===== src/hw/rtl/prcd_pkg.sv =====
// Shared types, codes and constants for the PDCP receive COUNT derivation block.
`default_nettype none

package prcd_pkg;

   // Widths of the word fields.
   localparam int unsigned HdrWidth    = 24;
   localparam int unsigned LenWidth    = 16;
   localparam int unsigned SnWidth     = 18;
   localparam int unsigned CountWidth  = 32;
   localparam int unsigned CfgWidth    = 2;

   // Header layout: D/C bit on top, reserved bits, then the sequence number.
   localparam int unsigned RsvBitsShort = 3;
   localparam int unsigned RsvBitsLong  = 5;
   localparam int unsigned SnBitsShort  = 12;
   localparam int unsigned SnBitsLong   = 18;
   localparam int unsigned DcBit        = HdrWidth - 1;
   localparam int unsigned SnLsbShort   = HdrWidth - 1 - RsvBitsShort - SnBitsShort;
   localparam int unsigned SnLsbLong    = HdrWidth - 1 - RsvBitsLong - SnBitsLong;

   // Header lengths in bytes.
   localparam logic [1:0] HdrLenShort = 2'd2;
   localparam logic [1:0] HdrLenLong  = 2'd3;

   // Result status codes.
   typedef enum logic [1:0] {
      StDataOk      = 2'd0,
      StCtrlIgnored = 2'd1,
      StEmptyPdu    = 2'd2,
      StBadSnLen    = 2'd3
   } status_type;

   // Sequence number length selection codes.
   localparam logic [CfgWidth-1:0] SnSel12 = 2'd0;
   localparam logic [CfgWidth-1:0] SnSel18 = 2'd1;

   // One result word.
   typedef struct packed {
      status_type             status;
      logic                   pdu_kind;
      logic [SnWidth-1:0]     received_sn;
      logic [CountWidth-1:0]  derived_count;
      logic [1:0]             header_length;
   } rsp_type;

   // State update that goes with one result word.
   typedef struct packed {
      logic                   update;
      logic [CountWidth-1:0]  next_count;
   } state_upd_type;

endpackage

`default_nettype wire


===== src/hw/rtl/prcd_ifs.sv =====
// Valid/ready channel interfaces for PDU header words and result words.
`default_nettype none

interface pdcp_req_if;
   import prcd_pkg::*;

   logic                 valid;
   logic                 ready;
   logic [HdrWidth-1:0]  header_bytes;
   logic [LenWidth-1:0]  pdu_length;

   modport source (output valid, output header_bytes, output pdu_length, input ready);
   modport sink   (input valid, input header_bytes, input pdu_length, output ready);
endinterface

interface pdcp_rsp_if;
   import prcd_pkg::*;

   logic                   valid;
   logic                   ready;
   logic [1:0]             status;
   logic                   pdu_kind;
   logic [SnWidth-1:0]     received_sn;
   logic [CountWidth-1:0]  derived_count;
   logic [1:0]             header_length;

   modport source (output valid, output status, output pdu_kind, output received_sn,
                   output derived_count, output header_length, input ready);
   modport sink   (input valid, input status, input pdu_kind, input received_sn,
                   input derived_count, input header_length, output ready);
endinterface

`default_nettype wire


===== src/hw/rtl/prcd_in_stage.sv =====
// Input register that captures one header word per cycle while it is empty or its word moves on.
`default_nettype none

module prcd_in_stage
   import prcd_pkg::*;
(
   input  wire logic          clock,
   input  wire logic          reset,
   pdcp_req_if.sink           req_chan,
   input  wire logic          advance,
   output logic               s1_valid,
   output logic [HdrWidth-1:0] s1_header,
   output logic [LenWidth-1:0] s1_length
);

   logic                valid_ff;
   logic                valid_in;
   logic [HdrWidth-1:0] header_ff;
   logic [LenWidth-1:0] length_ff;
   logic                take;

   // The stage takes a new word when empty or when its word moves on.
   assign req_chan.ready = !valid_ff || advance;
   assign take           = req_chan.valid && req_chan.ready;

   always_comb begin
      valid_in = valid_ff;
      if (take) begin
         valid_in = 1'b1;
      end else if (advance) begin
         valid_in = 1'b0;
      end
   end

   always_ff @(posedge clock) begin
      if (reset) begin
         valid_ff <= 1'b0;
      end else begin
         valid_ff <= valid_in;
      end
   end

   // Payload registers need no reset.
   always_ff @(posedge clock) begin
      if (take) begin
         header_ff <= req_chan.header_bytes;
         length_ff <= req_chan.pdu_length;
      end
   end

   assign s1_valid  = valid_ff;
   assign s1_header = header_ff;
   assign s1_length = length_ff;

endmodule

`default_nettype wire


===== src/hw/rtl/prcd_hfn_calc.sv =====
// Sequence number extraction, HFN choice and COUNT composition for one word.
`default_nettype none

module prcd_hfn_calc
   import prcd_pkg::*;
(
   input  wire logic [HdrWidth-1:0]   header,
   input  wire logic [LenWidth-1:0]   pdu_length,
   input  wire logic [CfgWidth-1:0]   sn_sel,
   input  wire logic [CountWidth-1:0] deliver_count,
   output rsp_type                    rsp,
   output state_upd_type              upd
);

   logic                  kind;
   logic                  sel_ok;
   logic [SnWidth-1:0]    sn;
   logic [SnWidth-1:0]    d_sn;
   logic [SnWidth:0]      win;
   logic [CountWidth-1:0] hfn_step;
   logic [CountWidth-1:0] hfn_base;
   logic [1:0]            hlen;
   logic                  below;
   logic                  above;
   logic [CountWidth-1:0] hfn_part;
   logic [CountWidth-1:0] count;

   assign kind = header[DcBit];

   // Field positions and window size for the selected SN length.
   always_comb begin
      sel_ok   = 1'b1;
      sn       = '0;
      d_sn     = '0;
      win      = '0;
      hfn_step = '0;
      hfn_base = '0;
      hlen     = '0;
      unique case (sn_sel)
         SnSel12: begin
            sn       = SnWidth'(header[SnLsbShort +: SnBitsShort]);
            d_sn     = SnWidth'(deliver_count[SnBitsShort-1:0]);
            win      = (SnWidth+1)'(1) << (SnBitsShort - 1);
            hfn_step = CountWidth'(1) << SnBitsShort;
            hfn_base = {deliver_count[CountWidth-1:SnBitsShort], SnBitsShort'(0)};
            hlen     = HdrLenShort;
         end
         SnSel18: begin
            sn       = SnWidth'(header[SnLsbLong +: SnBitsLong]);
            d_sn     = SnWidth'(deliver_count[SnBitsLong-1:0]);
            win      = (SnWidth+1)'(1) << (SnBitsLong - 1);
            hfn_step = CountWidth'(1) << SnBitsLong;
            hfn_base = {deliver_count[CountWidth-1:SnBitsLong], SnBitsLong'(0)};
            hlen     = HdrLenLong;
         end
         default: begin
            sel_ok = 1'b0;
         end
      endcase
   end

   // Half-window rule: far below the expected SN means the next HFN,
   // a half window or more above means the previous one.
   assign below = ({1'b0, sn} + win) < {1'b0, d_sn};
   assign above = {1'b0, sn} >= ({1'b0, d_sn} + win);

   always_comb begin
      if (below) begin
         hfn_part = hfn_base + hfn_step;
      end else if (above) begin
         hfn_part = hfn_base - hfn_step;
      end else begin
         hfn_part = hfn_base;
      end
   end

   assign count = hfn_part | CountWidth'(sn);

   // Result word; empty PDUs are checked before the D/C bit.
   always_comb begin
      rsp            = '0;
      upd.update     = 1'b0;
      upd.next_count = count + CountWidth'(1);
      if (pdu_length == '0) begin
         rsp.status = StEmptyPdu;
      end else if (!kind) begin
         rsp.status = StCtrlIgnored;
      end else if (!sel_ok) begin
         rsp.status   = StBadSnLen;
         rsp.pdu_kind = 1'b1;
      end else begin
         rsp.status        = StDataOk;
         rsp.pdu_kind      = 1'b1;
         rsp.received_sn   = sn;
         rsp.derived_count = count;
         rsp.header_length = hlen;
         upd.update        = 1'b1;
      end
   end

endmodule

`default_nettype wire


===== src/hw/rtl/prcd_out_stage.sv =====
// Result register and next-to-deliver COUNT register.
`default_nettype none

module prcd_out_stage
   import prcd_pkg::*;
(
   input  wire logic            clock,
   input  wire logic            reset,
   input  wire logic            s1_valid,
   input  wire rsp_type         rsp_next,
   input  wire state_upd_type   upd,
   output logic                 advance,
   output logic [CountWidth-1:0] deliver_count,
   pdcp_rsp_if.source           rsp_chan
);

   logic                  valid_ff;
   logic                  valid_in;
   rsp_type               rsp_ff;
   logic [CountWidth-1:0] count_ff;
   logic [CountWidth-1:0] count_in;

   // A word moves on when the result register is free or being emptied.
   assign advance = s1_valid && (!valid_ff || rsp_chan.ready);

   always_comb begin
      valid_in = valid_ff;
      if (advance) begin
         valid_in = 1'b1;
      end else if (rsp_chan.ready) begin
         valid_in = 1'b0;
      end
   end

   // Stored COUNT follows each accepted data word in the same edge.
   always_comb begin
      count_in = count_ff;
      if (advance && upd.update) begin
         count_in = upd.next_count;
      end
   end

   always_ff @(posedge clock) begin
      if (reset) begin
         valid_ff <= 1'b0;
         count_ff <= '0;
      end else begin
         valid_ff <= valid_in;
         count_ff <= count_in;
      end
   end

   always_ff @(posedge clock) begin
      if (advance) begin
         rsp_ff <= rsp_next;
      end
   end

   assign deliver_count          = count_ff;
   assign rsp_chan.valid         = valid_ff;
   assign rsp_chan.status        = rsp_ff.status;
   assign rsp_chan.pdu_kind      = rsp_ff.pdu_kind;
   assign rsp_chan.received_sn   = rsp_ff.received_sn;
   assign rsp_chan.derived_count = rsp_ff.derived_count;
   assign rsp_chan.header_length = rsp_ff.header_length;

endmodule

`default_nettype wire


===== src/hw/rtl/pdcp_rx_count_derivation_unit.sv =====
// Each accepted word passes the input register and then the result register.
// Throughput: one word per cycle unless the result channel stalls; the COUNT loop
// through the HFN compare and add gives each word the COUNT left by the prior word.
// Reset (synchronous, active high) empties both registers, sets the stored COUNT
// to zero and the SN length selection to 12 bits.
`default_nettype none

module pdcp_rx_count_derivation_unit
   import prcd_pkg::*;
(
   input  wire logic                clock,
   input  wire logic                reset,
   pdcp_req_if.sink                 req_chan,
   pdcp_rsp_if.source               rsp_chan,
   input  wire logic                csr_wr_en,
   input  wire logic [CfgWidth-1:0] csr_wr_data
);

   logic [CfgWidth-1:0]   sn_sel_ff;
   logic [CfgWidth-1:0]   sn_sel_in;
   logic                  s1_valid;
   logic [HdrWidth-1:0]   s1_header;
   logic [LenWidth-1:0]   s1_length;
   logic                  advance;
   logic [CountWidth-1:0] deliver_count;
   rsp_type               rsp_next;
   state_upd_type         upd;

   // SN length register.
   assign sn_sel_in = csr_wr_en ? csr_wr_data : sn_sel_ff;

   always_ff @(posedge clock) begin
      if (reset) begin
         sn_sel_ff <= SnSel12;
      end else begin
         sn_sel_ff <= sn_sel_in;
      end
   end

   prcd_in_stage u_in_stage (
      .clock     (clock),
      .reset     (reset),
      .req_chan  (req_chan),
      .advance   (advance),
      .s1_valid  (s1_valid),
      .s1_header (s1_header),
      .s1_length (s1_length)
   );

   prcd_hfn_calc u_hfn_calc (
      .header        (s1_header),
      .pdu_length    (s1_length),
      .sn_sel        (sn_sel_ff),
      .deliver_count (deliver_count),
      .rsp           (rsp_next),
      .upd           (upd)
   );

   prcd_out_stage u_out_stage (
      .clock         (clock),
      .reset         (reset),
      .s1_valid      (s1_valid),
      .rsp_next      (rsp_next),
      .upd           (upd),
      .advance       (advance),
      .deliver_count (deliver_count),
      .rsp_chan      (rsp_chan)
   );

endmodule

`default_nettype wire

===== src/flat_wrapper.sv =====
// flat-port wrapper written by rule: the top's interface ports become plain ports
module pdcp_rx_count_derivation_unit_flat import prcd_pkg::*;
  (clock, reset, csr_wr_en, csr_wr_data, req_chan_valid, req_chan_header_bytes, req_chan_pdu_length, req_chan_ready, rsp_chan_valid, rsp_chan_status, rsp_chan_pdu_kind, rsp_chan_received_sn, rsp_chan_derived_count, rsp_chan_header_length, rsp_chan_ready);
  pdcp_req_if req_chan_i ();
  pdcp_rsp_if rsp_chan_i ();
  input  wire logic clock;
  input  wire logic reset;
  input  wire logic csr_wr_en;
  input  wire logic [CfgWidth-1:0] csr_wr_data;
  input wire logic [$bits(req_chan_i.valid)-1:0] req_chan_valid;
  input wire logic [$bits(req_chan_i.header_bytes)-1:0] req_chan_header_bytes;
  input wire logic [$bits(req_chan_i.pdu_length)-1:0] req_chan_pdu_length;
  output wire logic [$bits(req_chan_i.ready)-1:0] req_chan_ready;
  output wire logic [$bits(rsp_chan_i.valid)-1:0] rsp_chan_valid;
  output wire logic [$bits(rsp_chan_i.status)-1:0] rsp_chan_status;
  output wire logic [$bits(rsp_chan_i.pdu_kind)-1:0] rsp_chan_pdu_kind;
  output wire logic [$bits(rsp_chan_i.received_sn)-1:0] rsp_chan_received_sn;
  output wire logic [$bits(rsp_chan_i.derived_count)-1:0] rsp_chan_derived_count;
  output wire logic [$bits(rsp_chan_i.header_length)-1:0] rsp_chan_header_length;
  input wire logic [$bits(rsp_chan_i.ready)-1:0] rsp_chan_ready;
  assign req_chan_i.valid = req_chan_valid;
  assign req_chan_i.header_bytes = req_chan_header_bytes;
  assign req_chan_i.pdu_length = req_chan_pdu_length;
  assign req_chan_ready = req_chan_i.ready;
  assign rsp_chan_valid = rsp_chan_i.valid;
  assign rsp_chan_status = rsp_chan_i.status;
  assign rsp_chan_pdu_kind = rsp_chan_i.pdu_kind;
  assign rsp_chan_received_sn = rsp_chan_i.received_sn;
  assign rsp_chan_derived_count = rsp_chan_i.derived_count;
  assign rsp_chan_header_length = rsp_chan_i.header_length;
  assign rsp_chan_i.ready = rsp_chan_ready;
  pdcp_rx_count_derivation_unit u_core (.clock(clock), .reset(reset), .req_chan(req_chan_i), .rsp_chan(rsp_chan_i), .csr_wr_en(csr_wr_en), .csr_wr_data(csr_wr_data));
endmodule

===== config.mk =====
export PLATFORM = sky130hd
export DESIGN_NAME = pdcp_rx_count_derivation_unit_flat
export DESIGN_NICKNAME = d
export VERILOG_FILES = /design/src/hw/rtl/prcd_pkg.sv /design/src/hw/rtl/prcd_ifs.sv /design/src/hw/rtl/prcd_in_stage.sv /design/src/hw/rtl/prcd_hfn_calc.sv /design/src/hw/rtl/prcd_out_stage.sv /design/src/hw/rtl/pdcp_rx_count_derivation_unit.sv /design/src/flat_wrapper.sv
export SDC_FILE = /design/constraint.sdc
export NUM_CORES = 1
export LEC_CHECK = 0
export BUFFER_PORTS_ARGS = -buffer_cell sky130_fd_sc_hd__clkbuf_2
export CAP_MARGIN = 0
export CORE_MARGIN = 4
export CORE_UTILIZATION = 29
export DETAILED_ROUTE_END_ITERATION = 16
export PLACE_DENSITY_LB_ADDON = 0.12
export SLEW_MARGIN = 20
export SYNTH_ARGS = -nofsm -noshare
export SYNTH_HDL_FRONTEND = slang
export SYNTH_HIERARCHICAL = 1
export SYNTH_SLANG_ARGS = --single-unit

===== constraint.sdc =====
create_clock -name clock -period 8.45 [get_ports clock]
set_clock_uncertainty 0.15 [all_clocks]
set_input_delay 0.845 -clock clock [delete_from_list [all_inputs] [get_ports clock]]
set_output_delay 0.845 -clock clock [all_outputs]
set_load 0.01 [all_outputs]

; ---- Yosys cells after proc, flatten, opt, wreduce, memory -nomap -nowiden
; Index checks and enable logic that the tools add are counted.
[op_classes]
add_sub_neg = 5
n_mul = 0
div = 0
magnitude_cmp = 2
n_eq_ne = 1
shifts = 0
n_mux = 18
n_bitwise = 3
n_reduce_logical = 14
[op_table]
columns = operator, count
row1 = $pmux 18 s2, 3
row2 = $mux 32, 2
row3 = $pmux 32 s2, 1
row4 = $pmux 19 s2, 1
row5 = $add 32x1->32 const B, 1
row6 = $add 32x32->32, 1
row7 = $or 32x18->32, 1
row8 = $sub 32x32->32, 1
row9 = $add 18x18->19, 1
row10 = $add 18x19->19, 1
row11 = $ge 18x19->1, 1
row12 = $lt 19x18->1, 1
row13 = $logic_not 16->1, 1
row14 = $mux 1, 8
row15 = $pmux 2 s2, 1
row16 = $reduce_bool 2->1, 2
row17 = $reduce_or 2->1, 2
row18 = $logic_and 1x1->1, 3
row19 = $mux 3, 1
row20 = $reduce_or 3->1, 1
row21 = $eq 2x1->1 const B, 1
row22 = $logic_not 1->1, 2
row23 = $logic_not 2->1, 1
row24 = $logic_or 1x1->1, 2
row25 = other kinds (2), 3
[word_totals]
regBits = 131
latch_bits = 0
mem_bits_rw = 0
romBits = 0
inputBits = 47
out_inout_bits = 57
word_cells = 54
n_memories = 0

; ---- Depth between registers and ports, before layout
[depth]
word_depth = 8
ltp_mapped = 27
depth_no_buf = 24

; ---- Hierarchy
; The synthesis kept the hierarchy.
[modules_own_cells]
columns = module, instances, cells_per_inst, area_each_um2, seq_area_each_um2
row1 = prcd_hfn_calc, 1, 539, 3537.1, 0.0
row2 = prcd_out_stage, 1, 200, 3171.8, 2312.2
row3 = prcd_in_stage, 1, 45, 1256.2, 1221.2
row4 = pdcp_rx_count_derivation_unit, 1, 6, 67.6, 40.0

; ---- Worst setup path before layout
; OpenSTA, ideal clock, no wires.
[synth_timing]
path_type = register to register
from = reg u_core.sn_sel_ff[0]
to = reg u_core.u_out_stage.count_ff[31], in the netlist u_core/u_out_stage/deliver_count[31]
setup_time_ns = 0.118
arrival_time_ns = 4.994
t_required_ns = 8.182
setup_slack_ns = 3.187
stages_incl_launch_ff = 24
n_path_buf = 2
synth_period_minus_slack_ns = 5.263
cell_sequence = dfxtp_1 > buf_2 > buf_1 > mux2i_1 > nor2_1 > ha_1 > ha_1 > nand3_1 > or2_2 > xnor2_1 > nor2_1 > ha_1 > a221oi_1 > nand2_1 > or2_4 > or3_1 > mux2i_1 > nor4_2 > nand2_2 > nor4_4 > nand4_1 > xor2_1 > nand2b_1 > mux2i_1
[synth_rtl]
columns = item, line
row1 = from (decl), pdcp_rx_count_derivation_unit.sv:19  ; logic [CfgWidth-1:0] sn_sel_ff;
row2 = from (signal assigned), pdcp_rx_count_derivation_unit.sv:34  ; sn_sel_ff <= SnSel12;
row3 = from (signal assigned), pdcp_rx_count_derivation_unit.sv:36  ; sn_sel_ff <= sn_sel_in;
row4 = to (signal assigned), prcd_out_stage.sv:49  ; count_ff <= count_in;
row5 = to (decl), prcd_out_stage.sv:20  ; logic [CountWidth-1:0] count_ff;

==> key figures <==
Die
  • Initial Utilization: 0.295
  • CORE AREA: 27,000 um^2
  • Die ar.: 30,100 um^2
  • Row cnt: 60
  • Ports: 104
  • Die X: 173 um
  • Die Y: 173 um

Placed design
  • HPWL after DPL: around 15,000 um
  • Cells after DPL: between 1k and 1.5k
  • Dpl ws: around 2.2 ns
  • Buffers on Ports: 100
  • Placed cell area: 8610 um^2
  • Gpl congestion: ~0.8

GRT
  • Tot GR Track Use: 0.149
  • Largest net degree at the start of global routing: between 60 and 70
  • Antenna violations before repair: 0
  • Overflow after GRT: 0
  • First-pass GRT wire length: 35,500 um
  • Vias in the first global route: 6,090

Timing
  • Period Utilization, post-route: 0.733
  • Slack of the critical path: 2.25 ns
  • Crit path time final: 6.20 ns
  • Max Fclk: roughly 0.16 GHz
  • Headroom to the max-slew limit: 0.483
  • Hold WS: ~0.32 ns
  • Unrepaired setup endpoints after global routing: no
  • Hold Vio Cnt, Final: 0
  • Final setup fails: 0
  • Transition time of the tightest slew-check pin: 0.776 ns
  • Setup TNS: 0 ns
  • Final Max Slew Viols: 0

Routing
  • Final ANT Viol Nets: 0
  • Met1 WL: 11,000 um
  • WL/cell: 18.1 um
  • Drt first pass iters: 5
  • Met3 wire len: 684 um
  • Routed wire length: 22,000 um
  • Via count: 5,972
  • DR top layer: met4
  • DRT iter0 DRCs: between 300 and 400
  • Vias per cell: 4.90
  • Number of remaining DRC errors: 0
  • Metal2 WL: 10,000 um

Layout
  • Post-route design area: about 9200 um^2
  • Fraction of layout cells with a size suffix above 1: 0.206
  • Multi-input logic area: 4050 um^2
  • ANT cells: 0
  • Post-Layout Cell Count: 1,218
  • Flip-flop and latch area: 3480 um^2
  • Nets@finish: between 900 and 1k
  • Number of filler cells placed in the layout: 2,795
  • Utilization after layout: 0.340
  • Layout Area Growth over Synthesis: 15.5%

Worst setup path
  • Crit Path Class: reg2reg
  • CP Capture Type: flip-flop
  • WP data arrival: 6.32 ns
  • R2R cell count: 25
  • CP Launch Type: flip-flop
  • Crit Path Max Fanout: 26
  • Worst Path Required: 8.58 ns

Clock tree
  • Clk sinks: 128
  • Longest Clk Path Bufs: 2
  • Worst-path clk slew: 0.07 ns
  • Clk_lat worst skew: 0.42 ns
  • CTS Hold Bufs: 0
  • Root buffer cell: clkbuf_16
  • Num CTS Buffers: 17
  • Post_cts resized: 0
  • Setup bufs post-CTS: 0
  • TritonCTS clock tree: done
  • CTS H-tree depth: 4

Pwr
  • Total power: between 1.5 and 2 mW
  • Leakage: about 3.5 nW
  • Max VDD drop: approximately 0.095 mV
  • Power density over cell area: 212 nW/um^2

Run status
  • Run status: complete, no violations

Synthesis
  • Syn Inst Count: 787
  • Mapped Nets: between 800 and 900
  • Mean post-synth cell area: 10.1 um^2
  • Post-Syn Area: 7940 um^2
  • Synth warn: 6

Hold path
  • Type of the worst min-delay path: reg2reg
  • Worst hold path depth: 2

Flow run
  • Max-cap viol count: 0
## routing by layer
metal | vias to the layer above | track usage
met4 | 0 | 0.0416
met3 | 19 | 0.0242
met2 | 104 | 0.236
met1 | 2871 | 0.210
met5 | - | 0
li1 | 2978 | -
## state kept, by name, indices dropped and copies added (netlist names)
name / flops
u_core/u_out_stage/rsp_chan.header_length: 2
u_core/u_out_stage/rsp_chan.status: 2
u_core/u_in_stage/s1_valid: 1
u_core/u_in_stage/s1_length: 16
u_core/u_out_stage/rsp_chan.derived_count: 32
u_core/u_out_stage/rsp_chan.pdu_kind: 1
u_core/sn_sel_ff: 2
u_core/u_in_stage/s1_header: 21
u_core/u_out_stage/deliver_count: 32
u_core/u_out_stage/rsp_chan.valid: 1
u_core/u_out_stage/rsp_chan.received_sn: 18
## path summary, 6_finish.rpt
check,from,to,slack [ns]
worst max-delay path,u_core/sn_sel_ff[1],u_core/u_out_stage/deliver_count[30],2.25
worst min-delay path,u_core/u_out_stage/deliver_count[9],u_core/u_out_stage/deliver_count[9],0.32
worst max register to register,u_core/sn_sel_ff[1],u_core/u_out_stage/deliver_count[30],2.25
worst min register to register,u_core/u_out_stage/deliver_count[9],u_core/u_out_stage/deliver_count[9],0.32
## cell usage in the layout, fill, tap and decap left out, types with 19 or more instances in the layout
master    count
nand3_1      27
nand2b_1     67
inv_1        20
nand2_1      71
a21oi_1      19
xnor2_1      32
mux2i_1      49
nor3_1       22
nor2_1       67
ha_1         34
clkbuf_2    100
dfxtp_1      36
edfxtp_1     92
## power by group
part	switching (mW)	internal, mW
Clock	0.336	0.391
Combinational	0.280	0.180
Sequential	0.0298	0.724
## worst max-delay path, cell delays in order (launching register included)
cell and delay [ns]:
dfxtp_1 0.31, buf_4 0.23, inv_4 0.29, nand2_4 0.17
inv_2 0.37, nand2_1 0.19, inv_1 0.11, ha_1 0.20
nand3_1 0.07, or2_2 0.29, xnor2_1 0.19, nor2_1 0.06
ha_1 0.29, nand3_1 0.12, nor3_1 0.41, a21boi_1 0.22
buf_4 0.22, nor2_1 0.20, o211a_1 0.27, o22ai_1 0.31
and4_1 0.42, nor2b_1 0.45, nand3_1 0.17, xnor2_1 0.15
nand2b_1 0.08, mux2i_1 0.07
## layout make-up
type	count	share of cell area
clock buffer	17	0.0464
clock inverter	15	0.0155
inverter	23	0.00968
multi-input combinational	586	0.441
sequential	128	0.380
tap	341	0.0465
timing repair buffer	108	0.0611
(Power assumes the default switching activity.)
